### src/rtl/llvc_pkg.sv
// ----------------------------------------------------------------------------
// llvc_pkg
// Shared constants and types of the lane line vehicle counter.
// ----------------------------------------------------------------------------
package llvc_pkg;

	localparam int MAX_WIDTH   = 320;
	localparam int MAX_HEIGHT  = 256;
	localparam int MAX_LANES   = 4;
	localparam int STORE_DEPTH = MAX_WIDTH * MAX_HEIGHT;
	localparam int ADDR_W      = $clog2(STORE_DEPTH);
	localparam int LANE_W      = $clog2(MAX_LANES);

	localparam int BG_W  = 16;
	localparam int SUM_W = 25;
	localparam int CNT_W = 17;
	localparam int LVL_W = 8;
	localparam int TOT_W = 16;

	localparam int IN_DATA_W  = 32;
	localparam int OUT_DATA_W = 56;
	localparam int CFG_IDX_W  = 3;
	localparam int CFG_DATA_W = 9;

	typedef struct packed {
		logic             start;
		logic [SUM_W-1:0] dividend;
		logic [CNT_W-1:0] divisor;
	} div_req_t;

	typedef struct packed {
		logic             done;
		logic [LVL_W-1:0] quotient;
	} div_rsp_t;

endpackage

### src/rtl/llvc_div.sv
// ----------------------------------------------------------------------------
// llvc_div
// Serial restoring divider that returns an eight-bit quotient clamped to
// its maximum, or zero for a zero divisor.
// ----------------------------------------------------------------------------
module llvc_div (
	input  logic                clk,
	input  logic                arst_n,
	input  llvc_pkg::div_req_t  req,
	output llvc_pkg::div_rsp_t  rsp
);

	import llvc_pkg::*;

	localparam int STEP_W = $clog2(LVL_W);

	logic [SUM_W-1:0]  rem_q;
	logic [CNT_W-1:0]  div_q;
	logic [LVL_W-1:0]  quo_q;
	logic [STEP_W-1:0] step_q;
	logic              busy_q;
	logic              done_q;
	logic              sat_q;
	logic              zero_q;
	logic [SUM_W-1:0]  trial;

	assign trial = SUM_W'(div_q) << step_q;

	always_ff @(posedge clk or negedge arst_n) begin
		if (!arst_n) begin
			busy_q <= 1'b0;
			done_q <= 1'b0;
		end else begin
			done_q <= 1'b0;
			if (req.start) begin
				busy_q <= 1'b1;
			end else if (busy_q && step_q == '0) begin
				busy_q <= 1'b0;
				done_q <= 1'b1;
			end
		end
	end

	always_ff @(posedge clk) begin
		if (req.start) begin
			rem_q  <= req.dividend;
			div_q  <= req.divisor;
			quo_q  <= '0;
			step_q <= STEP_W'(LVL_W - 1);
			sat_q  <= req.dividend >= SUM_W'({req.divisor, LVL_W'(0)});
			zero_q <= req.divisor == '0;
		end else if (busy_q) begin
			if (rem_q >= trial) begin
				rem_q         <= rem_q - trial;
				quo_q[step_q] <= 1'b1;
			end
			step_q <= step_q - 1'b1;
		end
	end

	assign rsp.done     = done_q;
	assign rsp.quotient = zero_q ? '0 : (sat_q ? '1 : quo_q);

endmodule

### config.mk
export PLATFORM = sky130hd
export DESIGN_NAME = llvc_div
export DESIGN_NICKNAME = d
export VERILOG_FILES = /design/src/rtl/llvc_pkg.sv /design/src/rtl/llvc_div.sv
export SDC_FILE = /design/constraint.sdc
export NUM_CORES = 1
export LEC_CHECK = 0
export BUFFER_PORTS_ARGS = -buffer_cell sky130_fd_sc_hd__buf_2
export CAP_MARGIN = 20
export CORE_UTILIZATION = 55
export CTS_CLUSTER_DIAMETER = 40
export DETAILED_ROUTE_END_ITERATION = 10
export PLACE_DENSITY = 0.79
export RECOVER_POWER = 100
export SKIP_CTS_REPAIR_TIMING = 1
export SLEW_MARGIN = 20
export SYNTH_ARGS = -nofsm -noshare
export SYNTH_HDL_FRONTEND = slang
export SYNTH_SLANG_ARGS = --single-unit
### constraint.sdc
create_clock -name clk -period 13.93 [get_ports clk]
set_clock_uncertainty 0.2 [all_clocks]
set_input_delay 0.6965 -clock clk [delete_from_list [all_inputs] [get_ports clk]]
set_output_delay 0.6965 -clock clk [all_outputs]
set_load 0.02 [all_outputs]
# After elaboration in Yosys (flattened, before gate mapping)
# Index checks and enable logic that the tools add are counted.
dict set report classes {
  reduce_logical 9
  order_cmp 4
  mux 11
  shifts 1
  n_addsub 2
  bitwise_logic 1
}
# op count
set ops {}
lappend ops {{2-to-1 mux 25 bit} 3}
lappend ops {{>= comparator 25 bit} 2}
lappend ops {{left shift 17 x 3 -> 25 bit} 1}
lappend ops {{subtractor 25 bit} 1}
lappend ops {{logical NOT 17 bit} 1}
lappend ops {{2-to-1 mux 8 bit} 2}
lappend ops {{OR 8 bit} 1}
lappend ops {{nonzero test 2 bit} 3}
lappend ops {{2-to-1 mux 1 bit} 5}
lappend ops {{< comparator 3 x 4 -> 1 bit, second input constant} 1}
lappend ops {{AND reduction 2 bit} 2}
lappend ops {{demux 1 bit (select 3 bit)} 1}
lappend ops {{>= comparator 3 x 1 -> 1 bit, second input constant} 1}
lappend ops {{logical NOT 3 bit} 1}
lappend ops {{subtractor 3 x 1 -> 3 bit, second input constant} 1}
lappend ops {{logical AND 1 bit} 2}
dict set report word_totals {
  in_bits 45
  ff_bits 57
  wordCells 36
}

# Longest topological paths before layout
dict set report logic_depth {
  word_depth 5
  mapped_depth 15
  ltp_nobuf 12
}

# Worst setup path after synthesis
# OpenSTA, ideal clock, no wires.
dict set report synth_timing {
  path_type {register to register}
  start {register step_q[0]}
  end {register rem_q[0] (enable)}
  synth_period_minus_slack_ns 4.701
  t_required_ns 13.308
  t_arrival_ns 4.079
  path_slack_ns 9.229
  stages_incl_launch_ff 14
  n_path_buf 3
  setup_ns 0.422
  cell_sequence {dfxtp_1 buf_2 buf_1 clkbuf_1 nand3_1 o21ai_0 mux2i_1 ha_1 nand4_1 nor3_1 a221oi_1 o31ai_1 nand2_1 a31oi_1}
}
dict set report synth_via {
  elab_chain_cells 4
}
# item line_no
set synth_lines {}
lappend synth_lines {{start: declaration} llvc_div.sv:20} ;# logic [STEP_W-1:0] step_q;
lappend synth_lines {{start signal: assignment} llvc_div.sv:49} ;# step_q <= STEP_W'(LVL_W - 1);
lappend synth_lines {{start signal: assignment} llvc_div.sv:57} ;# step_q <= step_q - 1'b1;
lappend synth_lines {{left shift 17 x 3 -> 25 bit} llvc_div.sv:27} ;# assign trial = SUM_W'(div_q) << step_q;
lappend synth_lines {{>= comparator 25 bit} llvc_div.sv:53} ;# if (rem_q >= trial) begin
lappend synth_lines {{nonzero test 2 bit (no source line)} n/a}
lappend synth_lines {{AND reduction 2 bit (no source line)} n/a}
lappend synth_lines {{end signal: assignment} llvc_div.sv:46} ;# rem_q <= req.dividend;
lappend synth_lines {{end signal: assignment} llvc_div.sv:54} ;# rem_q <= rem_q - trial;
lappend synth_lines {{end: declaration} llvc_div.sv:17} ;# logic [SUM_W-1:0] rem_q;
# No other way between the ends.
# A chain may end at the register's enable or synchronous reset.

# Final worst setup path
dict set report layout_timing {
  start {input req[42] (netlist bit)}
  end {register rem_q[13] (enable)}
}
dict set report layout_via {
  elab_chain_cells 2
}
# item line_no
set layout_lines {}
lappend layout_lines {{start: declaration} llvc_div.sv:9} ;# input llvc_pkg::div_req_t req,
lappend layout_lines {{nonzero test 2 bit (no source line)} n/a}
lappend layout_lines {{AND reduction 2 bit (no source line) *} n/a}
# Mark *: on every way between the ends. The rest lies on a longest branch, timed or not.

==> results.yml <==
status:
  status: "complete, but fails checks"
  violations: "max-capacitance violations, max-slew violations"
final_layout:
  fin_util_pct: 61.7
  layoutNonFillerInstCount: 668
  syn_to_final_growth_pct: 8.44
  fillers: 733
  antennaDiodeCount: 0
  drive_above_1_share_pct: 10.3
  num-nets-final: 647
clocking:
  cts.htree.levels: 3
  clkSinkCount: 57
  cts_tree: "done"
  clockRootBuffer: "clkbuf_8"
  numCtsBuffers: 9
  clkTransAtPathRegs_ps: 60
  clock_path_buffers: 2
  clock_latency_ps: 350
grt:
  grt_usage_pct: 29.8
  antenna_found_initial: 0
  overflow: 0
  grt_max_degree: 81
  grt_pass1_vias: 3906
  grt_first_pass_wirelength_um: 19700
pwr:
  p_int_w: 0.000539
  ir_drop_mv: 0.0833
  seq_power_share_pct: 28.7
  power_frac_comb_pct: 57.8
  clkPwrFrac_pct: 13.5
  switchingPower_w: 0.000428
  p_leak_nw: 2.20
  swShare_pct: 44.3
  power_density_mw_per_mm2: 190
timing:
  slew_viol_final: 81
  fin_crit_ps: 6280
  setup_viol: 0
  maxSlewHeadroom_pct: -118
  whs_ps: 276
  rsz0062_at_grt: "no"
  tightest_slew_ps: 3270
  finalSetupTns_ps: 0
  fmax_ghz: 0.159
  period_share_pct: 45.1
  hold_violations: 0
  timing.final.ws_setup_ps: 7650
routing:
  ant_nets: 0
  route.detailed.drc: 0
  vias: 4218
  vias_per_cell: 6.31
  drt-initial-drc-count: 367
  first_pass_iters: 4
  wl_per_cell_um: 18.6
  wl_um: 12500
synthesis:
  synthArstFlopShare_pct: 3.51
  synth-seq-area-share_pct: 33.9
  yosysTopAreaCellShare_pct: 28.1
  synth_area_per_cell_sq_um: 9.05
  synth_common_cells: "nor2_1 (49), nand2_1 (47), edfxtp_1 (44)"
  ys_types: 61
  synthMuxAreaShare_pct: 9.05
  ys_ff_latch: 57
  ys_warn_count: 0
  syn_area_sq_mm: 0.00470
  synth_edf_count: 44
  synth_ff_type: "edfxtp_1"
  yosysMostFrequentCell: "nor2_1"
  synth-xor-area-share_pct: 3.17
  synth_area_leaders: "edfxtp_1 (28%), ha_1 (11%), dfxtp_1 (4.7%)"
  synth-simple-area-share_pct: 17.3
  synth_adder_area_share_pct: 11.9
  syn_nets: 608
  netlist_instances: 519
  synth_top_family_by_area: "compound AO/OA/AOI/OAI gates"
  synth_top_area_cell: "edfxtp_1"
  synth_compound_area_share_pct: 19.9
setup_path:
  rr_endpoint: "rem_q[13]"
  start_kind: "input pin"
  r2r_slack_ps: 8140
  path_cells: "buf_2 -> clkbuf_1 -> inv_1 -> a31oi_1 -> clkbuf_1"
  path_class: "in -> reg"
  cp_max_fo: 80
  cp.arrival_ps: 6050
  critPathCaptureType: "flip-flop"
  cpLargestDelayFamily: "buffers and inverters"
  crit_path_frequent_cell: "clkbuf_1"
  cp_slowest_stage_delay_ps: 2300
  r2r_start: "step_q[0]"
  cp.required_ps: 13700
  critPathSlowestCell: "clkbuf_1"
  worst-path-buf-inv: 4
  r2r.worst_path.cells: 12
placement:
  dp_hpwl_um: 9760
  pre_cts_ws_ps: 9080
  dp_cells: 651
  port_buffers: 53
  routabilityCongestion: 1.03
run:
  cap_violations: 1
worst_hold_path:
  whs_path_depth: 2
  hold_end: "quo_q[2]"
  hold_start: "quo_q[2]"
  hold_path_class: "reg -> reg"
floorplanning:
  ioPinCount: 54
  start_util_pct: 56.9
  core_sq_mm: 0.00826
  die_w_um: 94.4
  die_area_sq_mm: 0.00892
  die_y_um: 94.4
  core.rowCount: 33
-- per-layer routing --
metal / vias up / GRT usage, % / part of all wire, %
met1: 1983 / 39.2 / 43
met3: 34 / 4.75 / 6.3
met4: 0 / 13.1 / 3.1
met2: 184 / 48.6 / 47
met5: - / 0 / 0
li1: 2017 / - / -
-- kinds of logic after synthesis --
family / count (synthesis)
adders and majority gates: 44
buffers and inverters: 57
xor gates and xnor gates: 17
AOI/OAI and AO/OA: 144
DFF: 57
muxes: 32
and+or+nand+nor: 168
-- state kept, by name, indices dropped and copies added, names as in the netlist --
signal / cells
sat_q: 1
step_q: 3
quo_q: 8
done_q: 1
rem_q: 25
div_q: 17
zero_q: 1
busy_q: 1
-- worst register-to-register path, cell delays in order, from the launching register on --
cell and delay [ps]:
dfxtp_1 990, inv_1 490, a21oi_1 350, mux2i_1 130, ha_1 390, nand2_1 70, o21ai_0 280, a221o_1 230
a221oi_1 120, o31ai_1 260, nand2_1 80, a31oi_1 1100, clkbuf_1 730
-- power groups by stage --
| stage | Clock, W | Sequential (W) | Combinational [W] |
|---|---|---|---|
| 2_1_floorplan | 0 | 0.000264 | 0.000440 |
| 3_3_place_gp | 0 | 0.000278 | 0.000543 |
| 3_5_place_dp | 0 | 0.000280 | 0.000557 |
| 4_1_cts | 0.000132 | 0.000276 | 0.000562 |
| 5_1_grt | 0.000137 | 0.000282 | 0.000612 |
| 6_report | 0.000130 | 0.000278 | 0.000559 |
-- area by class of cell --
| cell class | count | area [sq um] | share of cell area (%) |
|---|---|---|---|
| multi-input cells | 405 | 2860 | 56.1 |
| flip-flops and latches | 57 | 1590 | 31.2 |
| repair buffers | 57 | 256 | 5.03 |
| clock buffers | 12 | 135 | 2.65 |
| well taps | 105 | 131 | 2.58 |
| inverters | 28 | 105 | 2.06 |
| clock inverters | 4 | 20.0 | 0.393 |
-- cells in the final DEF (no fill, tap or decap), types with 4 or more instances in the layout --
| cell type | count |
|---|---|
| a21o_1 | 14 |
| a21oi_1 | 41 |
| a221o_1 | 4 |
| a31o_2 | 4 |
| a31oi_1 | 10 |
| and3_1 | 11 |
| buf_2 | 26 |
| clkbuf_1 | 32 |
| clkbuf_8 | 9 |
| clkinv_2 | 4 |
| dfxtp_1 | 11 |
| edfxtp_1 | 44 |
| ha_1 | 43 |
| inv_1 | 27 |
| mux2_2 | 4 |
| mux2i_1 | 20 |
| mux4_2 | 8 |
| nand2_1 | 47 |
| nand2b_1 | 7 |
| nand3_1 | 10 |
| nand4_1 | 8 |
| nor2_1 | 49 |
| nor2b_1 | 9 |
| nor3_1 | 8 |
| nor4_1 | 8 |
| o21a_1 | 4 |
| o21ai_0 | 34 |
| o21bai_1 | 4 |
| xnor2_1 | 11 |
| xor2_1 | 6 |
-- how the worst max path moves through the flow --
stage	end	slack, ps	startpoint	depth (start not counted)
after floorplan	rem_q[0]	9230	step_q[0]	13
after global placement	rem_q[12]	9190	step_q[0]	11
after detailed placement	rem_q[13]	9080	step_q[0]	11
after CTS	rem_q[12]	9070	step_q[0]	11
after global routing	rem_q[12]	7000	req[42]	5
final	rem_q[13]	7650	req[42]	5
-- stage by stage --
stage / power, W / cell area, sq um
CTS: 0.000969 / 5160
detailed placement: 0.000836 / 5000
global route: 0.00103 / 5100
global placement: 0.000821 / 5000
floorplan: 0.000705 / 4700
finish: 0.000967 / 5100
Note: power is estimated with default switching activity, not from simulation.
